[config.mk]
export PLATFORM = sky130hd
export DESIGN_NAME = ncc_frame_q
export DESIGN_NICKNAME = d
export VERILOG_FILES = /design/src/hw/rtl/ncc_pkg.sv /design/src/hw/rtl/ncc_frame_q.sv
export SDC_FILE = /design/constraint.sdc
export NUM_CORES = 1
export LEC_CHECK = 0
export ABC_AREA = 1
export BUFFER_PORTS_ARGS = -buffer_cell sky130_fd_sc_hd__buf_2
export CAP_MARGIN = 30
export CORE_AREA = 2 2 252 254
export CTS_CLUSTER_SIZE = 30
export DETAILED_ROUTE_END_ITERATION = 6
export DIE_AREA = 0 0 254 256
export RECOVER_POWER = 25
export SYNTH_ARGS = -nofsm -noshare
export SYNTH_HDL_FRONTEND = slang
export SYNTH_SLANG_ARGS = --single-unit
[constraint.sdc]
create_clock -name clk -period 13.8 [get_ports clk]
set_input_delay 2.07 -clock clk [delete_from_list [all_inputs] [get_ports clk]]
set_output_delay 2.07 -clock clk [all_outputs]
set_load 0.005 [all_outputs]
[src/hw/rtl/ncc_pkg.sv]
`timescale 1ns / 1ps
// ----------------------------------------------------------------------------
// ncc_pkg
// Types, constants and corner tables shared by the circle control point block.
// ----------------------------------------------------------------------------
package ncc_pkg;

	localparam logic [31:0] HELPER_LIMIT = 32'd966367642;
	localparam logic [15:0] WEIGHT_ONE   = 16'd32768;
	localparam logic [15:0] WEIGHT_DIAG  = 16'd23170;
	localparam logic [3:0]  LAST_POINT   = 4'd8;
	localparam logic [3:0]  PT_DEPTH     = 4'd4;

	typedef struct packed {
		logic signed [31:0] center_x;
		logic signed [31:0] center_y;
		logic signed [31:0] center_z;
		logic signed [31:0] normal_x;
		logic signed [31:0] normal_y;
		logic signed [31:0] normal_z;
		logic        [30:0] radius;
	} item_t;

	typedef struct packed {
		logic        [3:0]  point_index;
		logic signed [31:0] point_x;
		logic signed [31:0] point_y;
		logic signed [31:0] point_z;
		logic        [15:0] weight;
		logic               bad_normal;
		logic               last;
	} point_t;

	typedef struct packed {
		logic [2:0][31:0] ctr;
		logic [30:0]      rad;
		logic [2:0][31:0] u;
		logic [2:0][32:0] v;
		logic             bad;
	} frame_t;

	typedef enum logic [2:0] {
		F_IDLE, F_SHIFT, F_SQ, F_SQRT, F_DIV, F_NEXT, F_CROSS, F_PUSH
	} front_st_t;

	function automatic logic signed [1:0] corner_px(input logic [3:0] k);
		logic signed [1:0] r;
		unique case (k)
			4'd0, 4'd1, 4'd7, 4'd8: r = 2'sd1;
			4'd3, 4'd4, 4'd5:       r = -2'sd1;
			default:                r = 2'sd0;
		endcase
		return r;
	endfunction

	function automatic logic signed [1:0] corner_py(input logic [3:0] k);
		logic signed [1:0] r;
		unique case (k)
			4'd1, 4'd2, 4'd3: r = 2'sd1;
			4'd5, 4'd6, 4'd7: r = -2'sd1;
			default:          r = 2'sd0;
		endcase
		return r;
	endfunction

	// operand indexes for v = n x u, two products per component
	function automatic logic [1:0] cross_n_idx(input logic [2:0] s);
		logic [1:0] r;
		unique case (s)
			3'd0, 3'd5: r = 2'd1;
			3'd1, 3'd2: r = 2'd2;
			default:    r = 2'd0;
		endcase
		return r;
	endfunction

	function automatic logic [1:0] cross_u_idx(input logic [2:0] s);
		logic [1:0] r;
		unique case (s)
			3'd0, 3'd3: r = 2'd2;
			3'd1, 3'd4: r = 2'd1;
			default:    r = 2'd0;
		endcase
		return r;
	endfunction

endpackage

[src/hw/rtl/ncc_frame_q.sv]
`timescale 1ns / 1ps
// ----------------------------------------------------------------------------
// ncc_frame_q
// Two-entry queue of circle frames between the sequencer and point pipeline.
// ----------------------------------------------------------------------------
module ncc_frame_q (
	input  logic            clk,
	input  logic            arst_n,
	input  logic            wr,
	input  ncc_pkg::frame_t din,
	output logic            full,
	input  logic            rd,
	output ncc_pkg::frame_t dout,
	output logic            vld
);

	ncc_pkg::frame_t mem_q [2];
	logic            wp_q, rp_q;
	logic [1:0]      cnt_q;

	assign full = cnt_q == 2'd2;
	assign vld  = cnt_q != 2'd0;
	assign dout = mem_q[rp_q];

	always_ff @(posedge clk or negedge arst_n) begin
		if (!arst_n) begin
			wp_q  <= 1'b0;
			rp_q  <= 1'b0;
			cnt_q <= '0;
		end else begin
			if (wr) wp_q <= !wp_q;
			if (rd) rp_q <= !rp_q;
			cnt_q <= cnt_q + 2'(wr) - 2'(rd);
		end
	end

	always_ff @(posedge clk) begin
		if (wr) mem_q[wp_q] <= din;
	end

endmodule

After elaboration in Yosys (flattened, before gate mapping)
Memories as Yosys holds them, arrays and structs flattened.
Index checks and enable logic that the tools add are counted.
{"block": "classes", "n_mux": 2, "n_reduce_logical": 3, "n_addsub": 2, "eq_ne": 1}
{"operator": "2-bit by 1-bit adder with 2-bit output", "n": 1}
{"operator": "2-bit == test (second input constant)", "n": 1}
{"operator": "1-bit zero test", "n": 2}
{"operator": "1-bit 2-to-1 mux", "n": 2}
{"operator": "2-bit nonzero test", "n": 1}
{"operator": "2-bit by 1-bit subtractor with 2-bit output", "n": 1}
{"block": "totals", "memories": 1, "reg_bits": 4, "ramBits": 646}
{"memory": "mem_q", "words": 2, "width": 323, "read_ports": 1, "rd_ports_with_merged_regs": 0, "write_ports": 1, "line": "ncc_frame_q.sv:17", "source": "ncc_pkg::frame_t mem_q [2];"}

Longest topological paths before layout
{"block": "logic_depth", "ltp_word": 2, "mapped_depth": 7, "depth_no_buf": 7}

Worst setup path before layout
No wires, ideal clock.
{"block": "synth_timing", "kind": "input-to-reg", "startpoint": "input port wr", "endpoint": "memory mem_q[0][0] (netlist name), enable pin", "path_buffers": 0, "slack_ps": -2822, "required_time_ps": 12777, "t_arrival_ps": 15599, "stages": 2, "cell_sequence": "inv_1 nor2_1"}
{"block": "synth_between", "elab_chain_len": 2}
{"item": "start, declared", "line": "ncc_frame_q.sv:9", "source": "input logic wr,"}
{"item": "1-bit 2-to-1 mux", "line": "ncc_frame_q.sv:38", "source": "if (wr) mem_q[wp_q] <= din;"}
{"item": "1-bit 2-to-1 mux (not written as such)", "line": "ncc_frame_q.sv:38"}
{"item": "end, declared", "line": "ncc_frame_q.sv:17"}
Every way passes these cells.

==> out/results.tsv <==
metric	value	unit
timing.final.crit_share	0.411	
max_slew_margin	0.146	
dpl.hpwl	40700	µm
post_cts_buffers	0	
fin_cells	3291	
tns	0	ns
area_growth	24.8	%
cts-buffers-inserted	69	
clk_pin_slew	0.06	ns
viasPerCell	4.48	
first_pass_iters	6	
die_area	0.0650	mm²
synth-main-ff-cell	edfxtp_1	
synth.area.top_cells	edfxtp_1, o21ai_0, inv_1, nand2_1, buf_6	
syn_nets	2041	
rsz0062_at_grt	no	
fin_skew	0.0175	ns
drtAntennaViolNets	0	
critPathMaxStageDelay	0.84	ns
die_w	254	µm
fmax	176	MHz
insertion_delay	0.59	ns
gr-total-overflow	0	
synth_most_common_cell	edfxtp_1	
hold_viol	0	
ctsHoldBuffers	0	
fp.dieH	256	µm
synth_top_area_share	0.798	
crit_path_frequent_cell	buf_4	
critPathKind	flop to output pin	
ys_ff_latch	650	
worstMarginPinSlew	1.28	ns
yosysTopAreaCell	edfxtp_1	
htree_levels	3	
syn_area	0.0243	mm²
yosysWarnings	0	
syn_inst	1712	
place_inst	3148	
clockBufferDepth	3	
cts_sinks	650	
track_usage	0.175	
portBuffers	651	
synthTopCellsByCount	edfxtp_1, inv_1, nand2_1	
ys_seq_area_frac	0.803	
endpoint_kind	output pin	
antenna_found_initial	30	
crit_arrival	3.61	ns
vias	14800	
drcViolationCount	0	
crit_chain	buf_4 > buf_4 > nand2_1 > o21ai_1 > buf_2	
path_buf_inv	3	
root_buffer	clkbuf_16	
crit_required	11.73	ns
placed_area	0.0281	mm²
synthAdderAreaFrac	0.00103	
synth_xor_area_frac	0.000721	
final.setup.worst_slack	8.12	ns
grt_pass1_wl	85300	µm
cp_slowest_cell	buf_4	
synth-simple-area-share	0.0515	
avgSynthCellArea	14.2	µm²
post-route-min-period	5.68	ns
power.density	203	mW/mm²
globalplace.congestion	0.900	
synth_edf_count	646	
outcome	completed	
worstHoldPathType	flop to flop	
synth_top_family_by_area	buffers and inverters	
first_global_vias	14500	
routed_wl	58700	µm
slew_violations	0	
synthArstFlopShare	0.00615	
wl_per_cell	17.8	µm
grt_max_degree	293	
layout.nets	2702	
initialDrtViolationCount	1141	
post-place-ws	8.51	ns
muxShareOfSynthArea	0	
critical-path-top-delay-family	buffers and inverters	
tritoncts	built	
cts_resized	0	
core_area	0.0624	mm²
synth_cell_types	13	
drv_cap	0	
ir_worst_vdd	0.159	mV
setup_viol_count_final	0	
start_kind	flop	
initial_core_util	0.389	
critPathMaxFanout	113	
synth_compound_area_frac	0.0665	
fillers	5574	
num_rows	92	
layout-drive-gt1-share	0.286	
power.leakage	12.7	nW
fin_area	0.0303	mm²
io-pin-count	652	
[per-stage QoR]
stage               hold WS, ns   util  total power, mW
CTS                       0.551  0.487             6.25
finish                    0.553  0.486             6.17
global placement          0.534  0.450             4.37
global route              0.593  0.486             6.52
detailed placement        0.538  0.451             4.40
floorplan                 0.481      -             3.80
[cells by family after synthesis]
kind of cell,Yosys count
compound gates,323
xor+xnor,2
flops,650
simple gates,333
buf+inv,402
fa+ha+maj,2
[power breakdown]
group          switching [mW]  leakage, nW  internal (mW)
Clock                   0.743         1.09           1.09
Combinational            1.04         5.45          0.558
Sequential              0.113         6.11           2.62
Total                    1.89         12.7           4.28
[final timing paths]
path / depth (start not counted) / slack, ns / endpoint / start
setup / recovery: 5 / 8.12 / dout[21] / rp_q$_DFFE_PN0P_
hold / removal: 1 / 0.55 / wp_q$_DFFE_PN0P_ / wp_q$_DFFE_PN0P_
setup reg to reg: 4 / 10.32 / mem_q[1][129]$_DFFE_PP_ / wp_q$_DFFE_PN0P_
hold reg to reg: 1 / 0.55 / wp_q$_DFFE_PN0P_ / wp_q$_DFFE_PN0P_
max in group asynchronous: 1 / 12.15 / rp_q$_DFFE_PN0P_ / arst_n
min in group asynchronous: 1 / 1.35 / cnt_q[1]$_DFF_PN0_ / arst_n
[flip-flops by register name, summed over array words and instances (netlist names)]
register,cells
cnt_q,2
mem_q,646
rp_q,1
wp_q,1
[final cells by class]
type | instances | area [µm²] | area share
Timing Repair Buffer | 662 | 3300 | 0.109
Tap cell | 846 | 1060 | 0.0349
Multi-Input combinational cell | 660 | 2920 | 0.0962
Inverter | 330 | 1250 | 0.0411
Clock buffer | 82 | 1820 | 0.0599
Antenna cell | 19 | 47.5 | 0.00157
Clock inverter | 42 | 439 | 0.0145
Sequential cell | 650 | 19500 | 0.643
[worst reg2reg max path: cells and delay by family (launching register included)]
kind | cells | cell delay (ns)
buffers and inverters | 3 | 2.46
flip-flops | 1 | 0.42
AND/OR/NAND/NOR | 1 | 0.16
[placed cells by master, fill, tap and decap left out, drive strengths merged, types with 4 or more instances in the layout]
master and instances:
edfxtp 646, buf 593, inv 333, nand2 330, o21ai 323, clkbuf 151, clkinv 26, diode 19
bufinv 8, clkinvlp 5, dfrtp 4
[layer usage]
layer	GRT usage	wire (µm)	vias up
met5	0	136	-
met4	0.0868	2270	22
met3	0.0639	5210	139
met2	0.297	29300	564
met1	0.193	21700	6892
li1	-	-	7142
No activity file was read; power rests on OpenSTA's default activity.
